===== config.mk =====
export PLATFORM = sky130hd
export DESIGN_NAME = ufmc_geom
export DESIGN_NICKNAME = d
export VERILOG_FILES = /design/src/sv/union_find_maze_carver_unit_assert.svh /design/src/sv/ufmc_pkg.sv /design/src/sv/ufmc_geom.sv
export SDC_FILE = /design/constraint.sdc
export NUM_CORES = 1
export LEC_CHECK = 0
export BUFFER_PORTS_ARGS = -buffer_cell sky130_fd_sc_hd__buf_2
export CORE_ASPECT_RATIO = 0.5
export CORE_MARGIN = 3
export CORE_UTILIZATION = 50
export DETAILED_ROUTE_END_ITERATION = 7
export GPL_TIMING_DRIVEN = 0
export HOLD_SLACK_MARGIN = 0.15
export PLACE_DENSITY_LB_ADDON = 0.2
export SYNTH_ARGS = -nofsm -noshare
export SYNTH_HDL_FRONTEND = slang
export SYNTH_SLANG_ARGS = --single-unit

===== constraint.sdc =====
create_clock -name clk -period 9.7 [get_ports clk]
set_input_delay 0.485 -clock clk [delete_from_list [all_inputs] [get_ports clk]]
set_output_delay 0.485 -clock clk [all_outputs]
set_load 0.1 [all_outputs]

===== src/sv/union_find_maze_carver_unit_assert.svh =====
// assertion macros for the maze carver
`ifndef UNION_FIND_MAZE_CARVER_UNIT_ASSERT_SVH
`define UNION_FIND_MAZE_CARVER_UNIT_ASSERT_SVH

`ifndef SYNTHESIS
`define UFMC_ASSERT_IMPLY(lbl, ante, cons, msg) \
	lbl: assert property (@(posedge clk) disable iff (!arst_n) (ante) |-> (cons)) \
		else $error(msg);
`define UFMC_ASSERT_NEXT(lbl, ante, cons, msg) \
	lbl: assert property (@(posedge clk) disable iff (!arst_n) (ante) |=> (cons)) \
		else $error(msg);
`else
`define UFMC_ASSERT_IMPLY(lbl, ante, cons, msg)
`define UFMC_ASSERT_NEXT(lbl, ante, cons, msg)
`endif

`endif


===== src/sv/ufmc_pkg.sv =====
package ufmc_pkg;

	localparam int CELL_W       = 11;
	localparam int CFG_W        = 6;
	localparam int WALL_W       = 13;
	localparam int DEF_MAX_SIDE = 32;
	localparam logic [CFG_W-1:0] GRID_SIDE_RESET = CFG_W'(8);

	typedef enum logic [1:0] {
		OC_NONE      = 2'd0,
		OC_JOINED    = 2'd1,
		OC_JOINED_NOW = 2'd2,
		OC_RANGE     = 2'd3
	} outcome_t;

	typedef enum logic [2:0] {
		ST_IDLE,
		ST_GEOM,
		ST_ISSUE,
		ST_WALK,
		ST_LINK
	} ctrl_st_t;

	typedef enum logic [1:0] {
		PH_A,
		PH_B,
		PH_FIRST,
		PH_LAST
	} phase_t;

	typedef struct packed {
		logic              nb;
		logic [WALL_W-1:0] pos;
	} geom_res_t;

endpackage


===== src/sv/ufmc_geom.sv =====
module ufmc_geom import ufmc_pkg::*; #(
	parameter int SW = $clog2(DEF_MAX_SIDE + 1)
) (
	input  logic              clk,
	input  logic              arst_n,
	input  logic              start,
	input  logic [CELL_W-1:0] cell_a,
	input  logic [CELL_W-1:0] cell_b,
	input  logic [SW-1:0]     side,
	output logic              done,
	output geom_res_t         res
);

	localparam int CNT_W = $clog2(CELL_W + 1);
	localparam int MW    = SW + 2;

	logic              run_q;
	logic              fin_q;
	logic [CNT_W-1:0]  cnt_q;
	logic [CELL_W-1:0] dvd_q;
	logic [CELL_W-1:0] quo_q;
	logic [SW:0]       rem_q;
	logic [CELL_W-1:0] x_q;
	logic [CELL_W-1:0] y_q;

	logic [SW:0]       trial;
	logic              qbit;

	logic              hr, hl, vd, vu;
	logic [SW-1:0]     rx, cx;
	logic [MW-1:0]     w, rx2, cx2, fac, addt;

	logic              vld_s1;
	logic              nb_s1;
	logic [2*MW-1:0]   prod_s1;
	logic [MW-1:0]     add_s1;

	logic              vld_s2;
	geom_res_t         res_s2;

	// restoring divide of cell_a - 1 by the side, one quotient bit per cycle
	always_comb begin
		trial = {rem_q[SW-1:0], dvd_q[CELL_W-1]};
		qbit  = (trial >= {1'b0, side});
	end

	always_ff @(posedge clk or negedge arst_n) begin
		if (!arst_n) begin
			run_q  <= 1'b0;
			fin_q  <= 1'b0;
			cnt_q  <= '0;
			vld_s1 <= 1'b0;
			vld_s2 <= 1'b0;
		end else begin
			fin_q  <= 1'b0;
			vld_s1 <= fin_q;
			vld_s2 <= vld_s1;
			if (start) begin
				run_q <= 1'b1;
				cnt_q <= CNT_W'(CELL_W);
			end else if (run_q) begin
				cnt_q <= cnt_q - CNT_W'(1);
				if (cnt_q == CNT_W'(1)) begin
					run_q <= 1'b0;
					fin_q <= 1'b1;
				end
			end
		end
	end

	always_ff @(posedge clk) begin
		if (start) begin
			x_q   <= cell_a;
			y_q   <= cell_b;
			dvd_q <= cell_a - CELL_W'(1);
			quo_q <= '0;
			rem_q <= '0;
		end else if (run_q) begin
			dvd_q <= {dvd_q[CELL_W-2:0], 1'b0};
			quo_q <= {quo_q[CELL_W-2:0], qbit};
			rem_q <= qbit ? (trial - {1'b0, side}) : trial;
		end
	end

	// neighbor test and wall position terms
	always_comb begin
		rx  = quo_q[SW-1:0];
		cx  = rem_q[SW-1:0];
		w   = {1'b0, side, 1'b1};
		rx2 = {1'b0, rx, 1'b0};
		cx2 = {1'b0, cx, 1'b0};
		hr  = (({1'b0, x_q} + (CELL_W + 1)'(1)) == {1'b0, y_q}) && (cx != side - SW'(1));
		hl  = (({1'b0, y_q} + (CELL_W + 1)'(1)) == {1'b0, x_q}) && (cx != '0);
		vd  = (({1'b0, x_q} + (CELL_W + 1)'(side)) == {1'b0, y_q});
		vu  = (({1'b0, y_q} + (CELL_W + 1)'(side)) == {1'b0, x_q});
		fac  = rx2;
		addt = cx2 + MW'(1);
		if (hr) begin
			fac  = rx2 + MW'(1);
			addt = cx2 + MW'(2);
		end else if (hl) begin
			fac  = rx2 + MW'(1);
			addt = cx2;
		end else if (vd) begin
			fac  = rx2 + MW'(2);
			addt = cx2 + MW'(1);
		end
	end

	always_ff @(posedge clk) begin
		if (fin_q) begin
			nb_s1   <= hr | hl | vd | vu;
			prod_s1 <= w * fac;
			add_s1  <= addt;
		end
		if (vld_s1) begin
			res_s2.nb  <= nb_s1;
			res_s2.pos <= WALL_W'(prod_s1 + (2 * MW)'(add_s1));
		end
	end

	assign done = vld_s2;
	assign res  = res_s2;

endmodule


# Word level (Yosys, flattened, before mapping)
# Cells that the tools add are included.
# Widths: inputs -> output; s select.
[word_totals]
ff_bits = 89
out_inout_bits = 15
[classes]
n_addsub = 13
multipliers = 1
order_cmp = 1
n_eq_ne = 6
n_mux = 16
n_bitwise = 3
reduce_logical = 4
[op_table]
columns = ["operator", "n"]
rows = [
  ["$eq 12x11->1", 4],
  ["$mux 8", 5],
  ["$add 11x1->12 const B", 2],
  ["$add 11x6->12", 2],
  ["$mux 11", 2],
  ["$add 7x1->8 const B", 2],
  ["$add 7x2->8 const B", 2],
  ["$add 13x8->13", 1],
  ["$mul 7x8->13", 1],
  ["$sub 11x1->11 const B", 1],
  ["$mux 4", 2],
  ["$ge 7x6->1", 1],
  ["$mux 1", 6],
  ["$mux 6", 1],
  ["$ne 6x6->1", 1],
  ["$reduce_bool 6->1", 1],
  ["$sub 6x1->6 const B", 1],
  ["$sub 6x6->6", 1],
  ["$eq 4x1->1 const B", 1],
  ["$sub 4x1->4 const B", 1],
  ["$or 1x1->1", 3],
  ["$logic_and 1x1->1", 2],
  ["$reduce_bool 2->1", 1],
]

# Longest topological paths before layout
[logic_depth]
depth_word = 6
depth_mapped = 29

# Worst setup path after synthesis
# OpenSTA, ideal clock, no wires.
[synth_timing]
kind = "input to register"
from = "input side[0]"
to = "register prod_s1[12] (data pin)"
arrival_time_ns = 7.030
required_time_ns = 9.428
setup_slack_ns = 2.398
stages = 26
cell_sequence = "ha_1 -> inv_1 -> fa_1 -> nand2b_1 -> a21o_1 -> a21oi_1 -> mux2_2 -> a21oi_1 -> nand4_1 -> or3_1 -> clkbuf_1 -> a21o_1 -> fa_1 -> fa_1 -> fa_1 -> fa_1 -> inv_1 -> ha_1 -> nand3_1 -> o2111ai_1 -> a31o_2 -> a21oi_1 -> xnor2_1 -> mux2i_1 -> o311ai_1 -> or4_1"
[synth_between]
elab_chain_len = 6
word_cells_on_any_way = 9
classes_between = "add/sub (2); mul (1); eq/ne (2); mux (3); reduce/logical (1)"
[synth_rtl]
columns = ["element", "line", "rtl"]
rows = [
  ["from (decl)", "ufmc_geom.sv:9", "input logic [SW-1:0] side,"],
  ["$add 11x6->12", "ufmc_geom.sv:94", "vd = (({1'b0, x_q} + (CELL_W + 1)'(side)) == {1'b0, y_q});"],
  ["$eq 12x11->1", "ufmc_geom.sv:94", ""],
  ["$mux 8", "ufmc_geom.sv:104", "end else if (vd) begin"],
  ["$mux 8", "ufmc_geom.sv:101", "end else if (hl) begin"],
  ["$mux 8", "ufmc_geom.sv:98", "if (hr) begin"],
  ["$mul 7x8->13 (*)", "ufmc_geom.sv:113", "prod_s1 <= w * fac;"],
  ["to (signal assigned)", "ufmc_geom.sv:113", ""],
  ["to (decl)", "ufmc_geom.sv:35", "logic [2*MW-1:0] prod_s1;"],
]
# Every way passes the cells marked *; elsewhere a longest branch is shown, timed or not.
# A chain may end at the register's enable or synchronous reset.

# Worst setup path after layout
[layout_timing]
from = "register x_q[0]"
to = "register prod_s1[12] (data pin)"
[layout_between]
elab_chain_len = 6
word_cells_on_any_way = 11
classes_between = "add/sub (2); mul (1); eq/ne (3); mux (3); reduce/logical (2)"
[layout_rtl]
columns = ["element", "line", "rtl"]
rows = [
  ["from (decl)", "ufmc_geom.sv:23", "logic [CELL_W-1:0] x_q;"],
  ["from (signal assigned)", "ufmc_geom.sv:73", "x_q <= cell_a;"],
  ["$add 11x6->12", "ufmc_geom.sv:94", ""],
  ["$eq 12x11->1", "ufmc_geom.sv:94", ""],
  ["$mux 8", "ufmc_geom.sv:104", ""],
  ["$mux 8", "ufmc_geom.sv:101", ""],
  ["$mux 8 (*)", "ufmc_geom.sv:98", ""],
  ["$mul 7x8->13 (*)", "ufmc_geom.sv:113", ""],
]
# Marked as above.

==> results.toml <==
[power]
intPower_uw = 859.6
peakVddDrop_v = 0.00008885
power_frac_comb_pct = 29.7
power_mw = 1.264
p_clk_share_pct = 32.2
p_per_area_nw_per_um2 = 154.8
pwr-share-seq_pct = 38.0
p_leak_nw = 3.497
p_switching_uw = 404.2
netSwitchingFraction_pct = 31.98

[synth]
yosys_most_used_dff = "edfxtp_1"
avgSynthCellArea_um2 = 9.742
yosysWarnings = 0
ys_ff_latch = 89
ys_seq_area_share_pct = 34.20
synth-async-reset-ratio_pct = 8.989
synth_edf_count = 69
synthDistinctLibCells = 72
mappedNetlistNets = 878
netlist_instances = 754
netlist_area_um2 = 7346

[timing]
layout_setup_ws_ps = 1313
finalSetupViolCount = 0
maxSlewViolCount = 0
fin_skew_ps = 9.450
hold_viol = 0
fmax_ghz = 0.1192
fin_tns_setup_ps = 0
rsz0062_at_grt = "false"
maxSlewHeadroom_pct = 25.34
tightest_slew_ps = 1110
finalCritPeriodShare_pct = 86.47
min_period_ps = 8387

[drt]
avgRoutedWirePerCell_um = 15.88
postRouteAntennaNets = 0
num_vias = 5566
drt_iter0_drc = 346
firstDrtPassIters = 5
met3WireLength_um = 751
vias_per_cell = 5.522
wl_met2_um = 7108
wl_met1_um = 7931
wl_um = 16010
remaining_drc_errors = 0
top_layer_used = "met4"

[finish]
antenna_cells = 0
multi_input_area_um2 = 4481
n_fill_cell = 1229
areaGrowthSynthToFinish_pct = 11.16
fin_cells = 1008
seqCellArea_um2 = 2512
fin_nets = 935
drive_above_1_share_pct = 10.78

[cts]
clk_pin_slew_ps = 70
clkLatencyLatePin_ps = 350
postCtsSetupBuffers = 0
clock_sinks = 89
cts_tree = "yes"
clock_path_buffers = 2
cts_root_buffer = "clkbuf_16"
cts_htree_levels = 3
cts-buffers-inserted = 9
postCtsHoldBufs = 1
cts_resized = 0

[place]
gp_congestion = 0.8968
hpwl_um = 12310
dp_worst_setup_slack_ps = 1046
place.port_buffers = 45
place_inst = 991

[grt]
track_usage_pct = 20.57
antenna_found_initial = 0
grt_pass1_vias = 5385
grt_max_degree = 25
grt_pass1_wl_um = 26620
grt.overflow.total = 0

[flow_run]
maxCapViolCount = 0

[floorplan]
coreArea_um2 = 13960
rows = 30
chipWidth_um = 177.4
dieArea_um2 = 16270
die_h_um = 91.71
num_io_pins = 46
start_util_pct = 52.61

[setup_path]
start_kind = "register"
cp.required_ps = 9770
cp_max_fo = 7
cp_data_arrival_time_ps = 8460
crit_type = "reg2reg"
cp-end-kind = "register"

[worst_hold_path]
worstHoldPathType = "in2reg"

[status]
status = "completed"
==> sequential cells by signal (all words and copies together), names as in the netlist, 4 cells and up <==
name and count:
add_s1 8, dvd_q 11, res 14, quo_q 6
cnt_q 4, x_q 11, y_q 11, rem_q 6
prod_s1 13
==> worst max-delay path: stages, from the launching register on <==
cell       delay (ps)
edfxtp_1          510
ha_1              240
inv_1              60
fa_1              390
nand2b_1          180
a21o_1            190
a21oi_1           200
mux2_2            380
a211oi_2          190
nand4_2           270
o21ai_0           740
a21o_1            230
fa_1              430
fa_1              470
fa_1              510
fa_1              550
inv_1              40
ha_1              350
nand3_1           120
o2111ai_1         280
a31o_2            210
a21oi_1            90
xnor2_1           530
mux2i_1           270
o311ai_1          120
or4_1             540
==> layout make-up <==
class                           instances  area share (%)
Multi-Input combinational cell        577           54.87
Sequential cell                        89           30.77
Inverter                               67           3.080
Tap cell                              192           2.942
Timing Repair Buffer                   46           2.881
Clock buffer                           10           2.804
Clock inverter                          6           1.410
Buffer                                 21           1.241
==> power groups by stage <==
stage,clock network [mW],logic (mW),registers (mW)
detailed placement,0,0.370,0.488
global placement,0,0.362,0.487
floorplan,0,0.288,0.478
global route,0.431,0.427,0.485
finish,0.408,0.376,0.481
CTS,0.412,0.375,0.480
==> layer usage <==
metal / vias up / GRT usage [%]
met5: - / 0
li1: 2768 / -
met4: 0 / 4.896
met1: 2664 / 29.46
met2: 114 / 32.26
met3: 20 / 3.970
==> stage by stage <==
step | hold slack [ps] | instance area [um^2] | util (%)
after floorplan | 189.4 | 7346 | -
after global placement | 338.0 | 7811 | 55.94
after detailed placement | 343.9 | 7811 | 55.94
after CTS | 303.2 | 8165 | 58.48
after global routing | 300.3 | 8165 | 58.48
final | 306.2 | 8165 | 58.48
==> layout by cell type (no fill, tap or decap), types with 22 or more instances in the layout <==
master,instances
buf_2,49
nand3_1,23
a21oi_1,53
o21ai_0,22
nor2_1,69
xor2_1,32
xnor2_1,53
fa_1,32
nand2_1,49
ha_1,61
edfxtp_1,69
inv_1,64
==> synth_stat cells (12+ instances only) <==
library cell	count	area, um^2
edfxtp_1	69	2072
nor2_1	69	259.0
inv_1	64	240.2
ha_1	61	763.2
a21oi_1	53	265.3
xnor2_1	53	464.2
nand2_1	49	183.9
fa_1	32	640.6
xor2_1	32	280.3
nand3_1	23	115.1
o21ai_0	22	110.1
mux2i_1	15	150.1
nand2b_1	15	93.84
nor3_1	15	75.07
a21o_1	12	90.09
clkbuf_1	12	45.04
dfxtp_1	12	240.2
==> cells by family after synthesis <==
family,after synthesis,share of synthesized area [%]
flops,89,34.20
mux,20,2.810
fa+ha+maj,93,19.11
compound gates,139,12.33
simple gates,239,16.39
buf+inv,88,4.803
xor+xnor,86,10.36
==> worst paths after layout <==
kind | end | slack, ps | cells after the start | from
worst min-delay path | y_q[7] | 310 | 1 | cell_b[7]
worst max register to register | prod_s1[12] | 1310 | 25 | x_q[0]
max in group asynchronous | done | 9020 | 2 | arst_n
min in group asynchronous | cnt_q[0] | 510 | 2 | arst_n
worst max-delay path | prod_s1[12] | 1310 | 25 | x_q[0]
worst min register to register | res[13] | 420 | 0 | nb_s1
Power figures use the tool's default switching activity.
